$ cat src/hw/rtl/iso2022_escape_decoder_macros.svh
// assertion helpers shared by the decoder files
// each macro samples on i_clk and is off while i_rst_n is low
`ifndef ISO2022_ESCAPE_DECODER_MACROS_SVH
`define ISO2022_ESCAPE_DECODER_MACROS_SVH

// same-cycle implication
`define ISOESC_ASSERT_IMP(lbl, ante, cons, msg) \
    lbl: assert property (@(posedge i_clk) disable iff (!i_rst_n) \
        (ante) |-> (cons)) else $error(msg);

// next-cycle implication
`define ISOESC_ASSERT_NEXT(lbl, ante, cons, msg) \
    lbl: assert property (@(posedge i_clk) disable iff (!i_rst_n) \
        (ante) |=> (cons)) else $error(msg);

`endif

$ cat src/hw/rtl/isoesc_pkg.sv
`default_nettype none

package isoesc_pkg;

    typedef enum logic [1:0] {
        KIND_CHAR = 2'd0,
        KIND_CTRL = 2'd1,
        KIND_PEND = 2'd2,
        KIND_ERR  = 2'd3
    } t_kind;

    typedef enum logic [3:0] {
        CS_ASCII    = 4'd0,
        CS_KATAKANA = 4'd1,
        CS_ROMAN    = 4'd2,
        CS_X0212    = 4'd3,
        CS_GB2312   = 4'd4,
        CS_IR165    = 4'd5,
        CS_JIS1978  = 4'd6,
        CS_X0208    = 4'd7,
        CS_KSC5601  = 4'd8
    } t_cset;

    typedef struct packed {
        t_kind       kind;
        t_cset       char_set;
        logic [15:0] code_value;
    } t_result;

    typedef struct packed {
        logic       valid;
        logic [1:0] idx;
    } t_gsel;

    // control bytes
    localparam logic [7:0] C_ESC = 8'h1B;
    localparam logic [7:0] C_SI  = 8'h0F;
    localparam logic [7:0] C_SO  = 8'h0E;

    // escape finals without intermediate
    localparam logic [7:0] C_LS2   = 8'h6E;
    localparam logic [7:0] C_LS3   = 8'h6F;
    localparam logic [7:0] C_SS2   = 8'h4E;
    localparam logic [7:0] C_SS2_8 = 8'h8E;
    localparam logic [7:0] C_SS3   = 8'h4F;
    localparam logic [7:0] C_SS3_8 = 8'h8F;
    localparam logic [7:0] C_LS1R  = 8'h7E;
    localparam logic [7:0] C_LS2R  = 8'h7D;
    localparam logic [7:0] C_LS3R  = 8'h7C;

    localparam logic [7:0] C_MULTI = 8'h24;

    localparam logic [15:0] C_KANA_BASE = 16'hFF40;
    localparam logic [15:0] C_YEN       = 16'h00A5;
    localparam logic [15:0] C_OVERLINE  = 16'h203E;
    localparam logic [15:0] C_ROW_LEN   = 16'd94;

    // set for a designation final, multi selects the ESC $ table for @ and B; A gives GB2312 either way
    function automatic t_cset f_final_set(input logic [7:0] f, input logic multi);
        t_cset cs;
        cs = CS_ASCII;
        case (f)
            8'h40: cs = multi ? CS_JIS1978 : CS_ASCII;
            8'h41: cs = CS_GB2312;
            8'h42: cs = multi ? CS_X0208 : CS_ASCII;
            8'h43: cs = CS_KSC5601;
            8'h44: cs = CS_X0212;
            8'h45: cs = CS_IR165;
            8'h49: cs = CS_KATAKANA;
            8'h4A: cs = CS_ROMAN;
            default: cs = CS_ASCII;
        endcase
        return cs;
    endfunction

    function automatic t_gsel f_g_select(input logic [7:0] i);
        t_gsel g;
        g = '{valid: 1'b1, idx: 2'd0};
        case (i)
            8'h28: g.idx = 2'd0;
            8'h29, 8'h2D: g.idx = 2'd1;
            8'h2A, 8'h2E: g.idx = 2'd2;
            8'h2B, 8'h2F: g.idx = 2'd3;
            default: g.valid = 1'b0;
        endcase
        return g;
    endfunction

endpackage

`default_nettype wire

$ cat src/hw/rtl/isoesc_core.sv
`default_nettype none

`include "iso2022_escape_decoder_macros.svh"

module isoesc_core (
    input  wire logic                i_clk,
    input  wire logic                i_rst_n,
    input  wire logic                i_fire,
    input  wire logic [7:0]          i_byte,
    output isoesc_pkg::t_result      o_res
);
    import isoesc_pkg::*;

    logic        r_in_escape,  n_in_escape;
    logic [7:0]  r_first_int,  n_first_int;
    logic [7:0]  r_second_int, n_second_int;
    logic [7:0]  r_lead_byte,  n_lead_byte;
    logic [1:0]  r_single_shift, n_single_shift;
    logic [1:0]  r_left_inv,   n_left_inv;
    logic [1:0]  r_right_inv,  n_right_inv;
    t_cset       r_desig [4];
    t_cset       n_desig [4];

    logic [6:0]  w_c;
    logic [1:0]  w_sel;
    t_cset       w_cs;
    logic [6:0]  w_row;
    logic [15:0] w_idx;
    logic        w_tail_bad;
    logic        w_lead_bad;
    t_gsel       w_g1;
    t_gsel       w_g2;
    t_result     w_res;

    assign w_c = i_byte[6:0];

    always_comb begin
        if (r_single_shift != 2'd0) begin
            w_sel = r_single_shift;
        end else if ((r_lead_byte != 8'h00) ? r_lead_byte[7] : i_byte[7]) begin
            w_sel = r_right_inv;
        end else begin
            w_sel = r_left_inv;
        end
    end

    assign w_cs  = r_desig[w_sel];
    assign w_row = r_lead_byte[6:0] - 7'h21;
    assign w_idx = {9'd0, w_row} * C_ROW_LEN + {9'd0, w_c} - 16'h0021;
    assign w_tail_bad = (w_c < 7'h21) || (w_c > 7'h7E);
    assign w_lead_bad = (w_cs == CS_X0212) ? ((w_c < 7'h22) || (w_c > 7'h6D)) : w_tail_bad;
    assign w_g1 = f_g_select(r_first_int);
    assign w_g2 = f_g_select(r_second_int);

    always_comb begin
        n_in_escape    = r_in_escape;
        n_first_int    = r_first_int;
        n_second_int   = r_second_int;
        n_lead_byte    = r_lead_byte;
        n_single_shift = r_single_shift;
        n_left_inv     = r_left_inv;
        n_right_inv    = r_right_inv;
        n_desig        = r_desig;
        w_res          = '{kind: KIND_CTRL, char_set: CS_ASCII, code_value: 16'd0};

        if (i_byte == C_ESC) begin
            n_in_escape = 1'b1;
        end else if (!r_in_escape) begin
            if (i_byte == C_SI) begin
                n_left_inv = 2'd0;
            end else if (i_byte == C_SO) begin
                n_left_inv = 2'd1;
            end else begin
                case (w_cs)
                    CS_ASCII, CS_KATAKANA, CS_ROMAN: begin
                        n_single_shift = 2'd0;
                        n_lead_byte    = 8'h00;
                        w_res.char_set = w_cs;
                        w_res.kind     = KIND_CHAR;
                        w_res.code_value = {9'd0, w_c};
                        if (w_cs == CS_KATAKANA) begin
                            if (w_c > 7'h20 && w_c < 7'h60) begin
                                w_res.code_value = C_KANA_BASE + {9'd0, w_c};
                            end else begin
                                w_res.kind       = KIND_ERR;
                                w_res.code_value = 16'd0;
                            end
                        end else if (w_cs == CS_ROMAN) begin
                            if (w_c == 7'h5C) begin
                                w_res.code_value = C_YEN;
                            end else if (w_c == 7'h7E) begin
                                w_res.code_value = C_OVERLINE;
                            end
                        end
                    end
                    CS_X0212, CS_GB2312, CS_IR165, CS_JIS1978, CS_X0208,
                    CS_KSC5601: begin
                        w_res.char_set = w_cs;
                        if (r_lead_byte == 8'h00) begin
                            if (w_lead_bad) begin
                                n_single_shift = 2'd0;
                                w_res.kind     = KIND_ERR;
                            end else begin
                                n_lead_byte = i_byte;
                                w_res.kind  = KIND_PEND;
                            end
                        end else begin
                            n_lead_byte    = 8'h00;
                            n_single_shift = 2'd0;
                            if (w_tail_bad || w_cs == CS_JIS1978) begin
                                w_res.kind = KIND_ERR;
                            end else begin
                                w_res.kind       = KIND_CHAR;
                                w_res.code_value = w_idx;
                            end
                        end
                    end
                    default: begin
                        n_single_shift = 2'd0;
                        n_lead_byte    = 8'h00;
                        w_res.kind     = KIND_ERR;
                    end
                endcase
            end
        end else if (r_first_int == 8'h00) begin
            if (i_byte[7:4] != 4'h2) begin
                n_in_escape  = 1'b0;
                n_first_int  = 8'h00;
                n_second_int = 8'h00;
                case (i_byte)
                    C_LS2:            n_left_inv     = 2'd2;
                    C_LS3:            n_left_inv     = 2'd3;
                    C_SS2, C_SS2_8:   n_single_shift = 2'd2;
                    C_SS3, C_SS3_8:   n_single_shift = 2'd3;
                    C_LS1R:           n_right_inv    = 2'd1;
                    C_LS2R:           n_right_inv    = 2'd2;
                    C_LS3R:           n_right_inv    = 2'd3;
                    default: begin
                    end
                endcase
            end else begin
                n_first_int = i_byte;
            end
        end else if (r_first_int != C_MULTI) begin
            if (w_g1.valid) begin
                n_desig[w_g1.idx] = f_final_set(i_byte, 1'b0);
            end
            n_in_escape  = 1'b0;
            n_first_int  = 8'h00;
            n_second_int = 8'h00;
        end else if (r_second_int == 8'h00) begin
            // ESC $ @ / A / B go to G0 directly
            if (i_byte >= 8'h40 && i_byte <= 8'h42) begin
                n_desig[0]   = f_final_set(i_byte, 1'b1);
                n_in_escape  = 1'b0;
                n_first_int  = 8'h00;
                n_second_int = 8'h00;
            end else begin
                n_second_int = i_byte;
            end
        end else begin
            n_in_escape  = 1'b0;
            n_first_int  = 8'h00;
            n_second_int = 8'h00;
            if (!w_g2.valid) begin
                w_res.kind = KIND_ERR;
            end else begin
                n_desig[w_g2.idx] = f_final_set(i_byte, 1'b1);
            end
        end
    end

    assign o_res = w_res;

    always_ff @(posedge i_clk) begin
        if (!i_rst_n) begin
            r_in_escape    <= 1'b0;
            r_first_int    <= 8'h00;
            r_second_int   <= 8'h00;
            r_lead_byte    <= 8'h00;
            r_single_shift <= 2'd0;
            r_left_inv     <= 2'd0;
            r_right_inv    <= 2'd1;
            r_desig        <= '{CS_ASCII, CS_ASCII, CS_ASCII, CS_ASCII};
        end else if (i_fire) begin
            r_in_escape    <= n_in_escape;
            r_first_int    <= n_first_int;
            r_second_int   <= n_second_int;
            r_lead_byte    <= n_lead_byte;
            r_single_shift <= n_single_shift;
            r_left_inv     <= n_left_inv;
            r_right_inv    <= n_right_inv;
            r_desig        <= n_desig;
        end
    end

    `ISOESC_ASSERT_IMP(a_lead_range, r_lead_byte != 8'h00, (r_lead_byte[6:0] >= 7'h21) && (r_lead_byte[6:0] <= 7'h7E), "pending lead byte out of range")
    `ISOESC_ASSERT_IMP(a_ss_code, 1'b1, r_single_shift != 2'd1, "single shift holds G1")
    `ISOESC_ASSERT_IMP(a_esc_clean, !r_in_escape, (r_first_int == 8'h00) && (r_second_int == 8'h00), "intermediate left outside escape")

endmodule

`default_nettype wire

$ cat src/hw/rtl/iso2022_escape_decoder.sv
// ISO 2022 byte stream decoder.
// Slave stream: one raw byte per transfer on s_axis tdata.
// Master stream: one result per input byte; tuser carries kind and char set,
// tdata carries the code value (Unicode point or row*94+cell index).
// Kinds: character, control or escape byte consumed, lead byte pending, error.
// A byte is taken into an input register, decoded against the shift and
// designation state once the output register is free, and stored there.
// Throughput is one byte per cycle while the receiver does not stall; the
// decode is a single pass of logic between the input register and the
// output register, and the state it updates is ready for the following
// byte at the same edge.
// Reset clears both stages, leaves escape parsing idle, invokes G0 on GL
// and G1 on GR, and designates ASCII to all four G sets.
// When the receiver stalls, the output register holds its result, the
// input register holds one more byte, and s_axis tready drops only when
// both are full.
`default_nettype none

`include "iso2022_escape_decoder_macros.svh"

module iso2022_escape_decoder (
    input  wire logic        i_clk,
    input  wire logic        i_rst_n,
    input  wire logic        i_s_axis_tvalid,
    output logic             o_s_axis_tready,
    input  wire logic [7:0]  i_s_axis_tdata,   // [7:0] byte_in
    output logic             o_m_axis_tvalid,
    input  wire logic        i_m_axis_tready,
    output logic [15:0]      o_m_axis_tdata,   // [15:0] code_value
    output logic [5:0]       o_m_axis_tuser    // [1:0] kind, [5:2] char_set
);
    import isoesc_pkg::*;

    logic        r_in_valid;
    logic [7:0]  r_in_byte;
    logic        r_out_valid;
    t_result     r_out_res;

    logic        w_out_free;
    logic        w_adv;
    logic        w_in_take;
    t_result     w_res;

    assign w_out_free      = !r_out_valid || i_m_axis_tready;
    assign w_adv           = r_in_valid && w_out_free;
    assign o_s_axis_tready = !r_in_valid || w_out_free;
    assign w_in_take       = i_s_axis_tvalid && o_s_axis_tready;

    isoesc_core u_core (
        .i_clk   (i_clk),
        .i_rst_n (i_rst_n),
        .i_fire  (w_adv),
        .i_byte  (r_in_byte),
        .o_res   (w_res)
    );

    always_ff @(posedge i_clk) begin
        if (!i_rst_n) begin
            r_in_valid  <= 1'b0;
            r_out_valid <= 1'b0;
        end else begin
            if (w_in_take) begin
                r_in_valid <= 1'b1;
            end else if (w_adv) begin
                r_in_valid <= 1'b0;
            end
            if (w_adv) begin
                r_out_valid <= 1'b1;
            end else if (i_m_axis_tready) begin
                r_out_valid <= 1'b0;
            end
        end
    end

    always_ff @(posedge i_clk) begin
        if (w_in_take) begin
            r_in_byte <= i_s_axis_tdata;
        end
        if (w_adv) begin
            r_out_res <= w_res;
        end
    end

    assign o_m_axis_tvalid = r_out_valid;
    assign o_m_axis_tdata  = r_out_res.code_value;
    assign o_m_axis_tuser  = {r_out_res.char_set, r_out_res.kind};

    `ISOESC_ASSERT_NEXT(a_adv_fills, w_adv, r_out_valid, "decoded byte did not reach output")
    `ISOESC_ASSERT_IMP(a_hold_full, r_in_valid && !w_adv, r_out_valid && !i_m_axis_tready, "input stage stalled without cause")
    `ISOESC_ASSERT_IMP(a_ctrl_zero, r_out_valid && (r_out_res.kind == KIND_CTRL), (r_out_res.char_set == CS_ASCII) && (r_out_res.code_value == 16'd0), "control result carries data")

endmodule

`default_nettype wire
$ cat config.mk
export PLATFORM = sky130hd
export DESIGN_NAME = iso2022_escape_decoder
export DESIGN_NICKNAME = d
export VERILOG_FILES = /design/src/hw/rtl/isoesc_pkg.sv /design/src/hw/rtl/isoesc_core.sv /design/src/hw/rtl/iso2022_escape_decoder.sv
export VERILOG_INCLUDE_DIRS = /design/src /design/src/hw/rtl
export SDC_FILE = /design/constraint.sdc
export NUM_CORES = 1
export LEC_CHECK = 0
export ABC_CLOCK_PERIOD_IN_PS = 17000
export BUFFER_PORTS_ARGS = -buffer_cell sky130_fd_sc_hd__buf_2
export CORE_UTILIZATION = 50
export DETAILED_ROUTE_END_ITERATION = 8
export GPL_ROUTABILITY_DRIVEN = 1
export GPL_TIMING_DRIVEN = 1
export PLACE_DENSITY = 0.68
export SLEW_MARGIN = 20
export SYNTH_ARGS = -nofsm -noshare
export SYNTH_HDL_FRONTEND = slang
export SYNTH_SLANG_ARGS = --single-unit
$ cat constraint.sdc
create_clock -name i_clk -period 17 [get_ports i_clk]
set_input_delay 2.55 -clock i_clk [delete_from_list [all_inputs] [get_ports i_clk]]
set_output_delay 2.55 -clock i_clk [all_outputs]
set_load 0.01 [all_outputs]
==> results.ini <==
[placement]
post_dp_cell_area_mm2=0.006300
dp_slack_ns=10.66
port_buffers=35
place_hpwl_um=10780
gp_congestion=0.8664

[worst_setup_path]
crit_family=adder cells
cpMaxStageDelayCell=fa_1
cp.arrival_ns=6.41
path_buf_inv=5
end_kind=flop
setup.worst_path.start=u_core.r_lead_byte[0]
r2r-start=u_core.r_lead_byte[0]
cp_data_required_time_ns=17.08
max_stage_delay_ns=0.54
criticalPathCategory=flop to flop
cp-start-kind=flop
path_cells=inv_1, ha_1, or4b_4, nand2_1, inv_1, fa_1, inv_1, ha_1, inv_1, fa_1, fa_1, inv_1, ha_1, nor2b_1, a221o_1, a211o_1, a21oi_1, or3b_2, or3_1, nor3_1, xnor2_1, o32ai_1
cpMostUsedCell=inv_1
cp_max_fo=5

[timing]
fin_skew_ns=0.01128
relSlewSlack=0.2985
finalMaxSlewViolations=0
post-route-period-util=0.3726
period_minus_slack_ns=6.334
rsz0062_at_grt=false
layout_setup_ws_ns=10.67
finalHoldViolCount=0
setup_tns_ns=0
setup_viol=0
max_clock_freq_mhz=157.9
tightest_slew_ns=1.052

[die]
die_width_um=112.2
initial_core_util=0.5228
die_h_um=112.2
dieArea_mm2=0.01259
std_cell_rows=39
core-area_mm2=0.01161
boundaryPins=36

[synth]
synth_cell_types=69
ys_seq_area_frac=0.3099
synth_ff_type=dfxtp_1
synth_area_mm2=0.006072
synth_nets=783
synth-edff-count=30
synth_warnings=0
async_reset_ff_frac=0
syn_area_per_cell_um2=8.387
syn_inst=724
ys_seq_elements=79

[global_route]
grt_usage=0.2377
grt_pass1_vias=5037
grt_pass1_wl_um=24140
grt-ovfl-total=0
grt_max_degree=33
antenna_found_initial=0

[clock_tree]
clk_latency_ns=0.35
post_cts_buffers=0
hold_buffers=0
clock_tree.buffer_depth=2
clkSinkCount=79
cts-buffers-inserted=9
cts_tree=done
cts.htree.levels=3
cts_resized=0
cts.clk_slew.worst_paths_ns=0.06
clockRootBuffer=clkbuf_16

[finish]
nets=801
synthToLayoutAreaGrowth_pct=8.325
drive_gt1_frac=0.1031
n_antenna_cell=0
fin_area_mm2=0.006578

[detailed_routing]
wire_per_inst_um=16.13
viasPerCell=5.973
vias=5316
first_pass_iters=7
drtIter0Drc=337
drc=3
postRouteAntennaNets=0
drt-total-wl_um=14360

[outcome]
status=finished, violations left
violations=design-rule violations

[power_and_ir_drop]
vdd_ir_drop_max_uv=232.2
power_leakage_nw=2.634
power_density_mw_per_mm2=223.0

[min_path]
hold_path_class=flop to flop
hp-start=u_core.r_desig[14]

[run]
cap_violations=0

==> worst min-delay path: cells and delay by family, from the launching register on <==
| family | cells | cell delay, ns |
|---|---|---|
| AO/OA/AOI/OAI | 1 | 0.05 |
| flip-flops | 1 | 0.31 |
| AND/OR/NAND/NOR | 1 | 0.05 |
==> layout by cell type (no fill, tap or decap), types with 4 or more instances in the layout <==
master and n:
a211oi_1 5, buf_2 35, nor4b_1 4, nor2_1 79
mux2_2 4, ha_1 33, or3_1 6, and3_1 11
xnor2_1 20, nor2b_1 11, nand2_1 65, nor3_1 23
nand3_1 38, a31oi_1 5, a211o_1 6, mux2i_1 29
inv_1 56, nor4_1 7, o21ai_0 26, fa_1 14
a21boi_0 8, a21o_1 5, o21a_1 8, xor2_1 13
edfxtp_1 30, and2_1 5, dfxtp_1 49, nand4_1 7
or2_2 7, o311a_1 6, o31ai_1 4, nand2b_1 12
clkbuf_16 9, nor3b_1 6, a22oi_1 6, a21oi_1 39
==> logic make-up after synthesis <==
group / synth area share
mux: 0.05770
buf+inv: 0.05605
xor+xnor: 0.04760
fa+ha+maj: 0.1142
simple gates: 0.2493
flops: 0.3099
compound gates: 0.1653
==> cell type report <==
class                   instances  area (µm²)
flip-flops and latches         79        1882
fillers                      1061        5036
multi-input cells             560        3850
repair buffers                 35       175.2
clock buffers                   9       225.2
clock inverters                 7       52.55
inverters                      57       214.0
well taps                     143       178.9
==> sequential cells by signal, indices dropped and copies added (netlist names), 2 cells and up <==
signal,cells
u_core.r_left_inv,2
u_core.r_desig,16
u_core.r_second_int,8
r_in_byte,8
u_core.r_lead_byte,8
u_core.r_first_int,8
u_core.r_single_shift,2
o_m_axis_tdata,16
o_m_axis_tuser,6
u_core.r_right_inv,2
==> metal layers <==
metal | global-route usage | vias to the layer above | routed length, µm
met1 | 0.3356 | 2521 | 7016
met2 | 0.3764 | 149 | 6532
met3 | 0.03510 | 17 | 660
met4 | 0.07289 | 0 | 149
li1 | - | 2629 | -
met5 | 0 | - | 0
==> through the flow <==
step           std cells  hold WS [ns]  power [mW]    util
2_1_floorplan        724        0.4273       1.094       -
3_3_place_gp         874        0.4417       1.256  0.5424
3_5_place_dp         874        0.4485       1.274  0.5424
4_1_cts              890        0.4553       1.465  0.5664
5_1_grt              890        0.4818       1.601  0.5664
6_report             890        0.4538       1.467  0.5664
==> synthesized netlist by cell type (12+ instances only) <==
cell      number  share of area
nor2_1        79          0.049
nand2_1       65          0.040
inv_1         56          0.035
dfxtp_1       49           0.16
a21oi_1       39          0.032
nand3_1       38          0.031
ha_1          33          0.068
edfxtp_1      30           0.15
mux2i_1       29          0.048
o21ai_0       26          0.021
clkbuf_1      23          0.014
nor3_1        23          0.019
xnor2_1       20          0.029
fa_1          14          0.046
xor2_1        13          0.019
nand2b_1      12          0.012
==> power by group <==
group	internal (mW)	total [mW]	switching [mW]
logic	0.463	1.06	0.598
registers	0.208	0.216	0.00815
clock network	0.101	0.189	0.0883
total	0.772	1.47	0.695
==> worst paths after layout <==
kind,depth (start not counted),end,slack [ns]
max,22,o_m_axis_tdata[13],10.67
min,2,u_core.r_desig[14],0.45
max reg2reg,22,o_m_axis_tdata[13],10.67
min reg2reg,2,u_core.r_desig[14],0.45
Power figures use the tool's default switching activity.
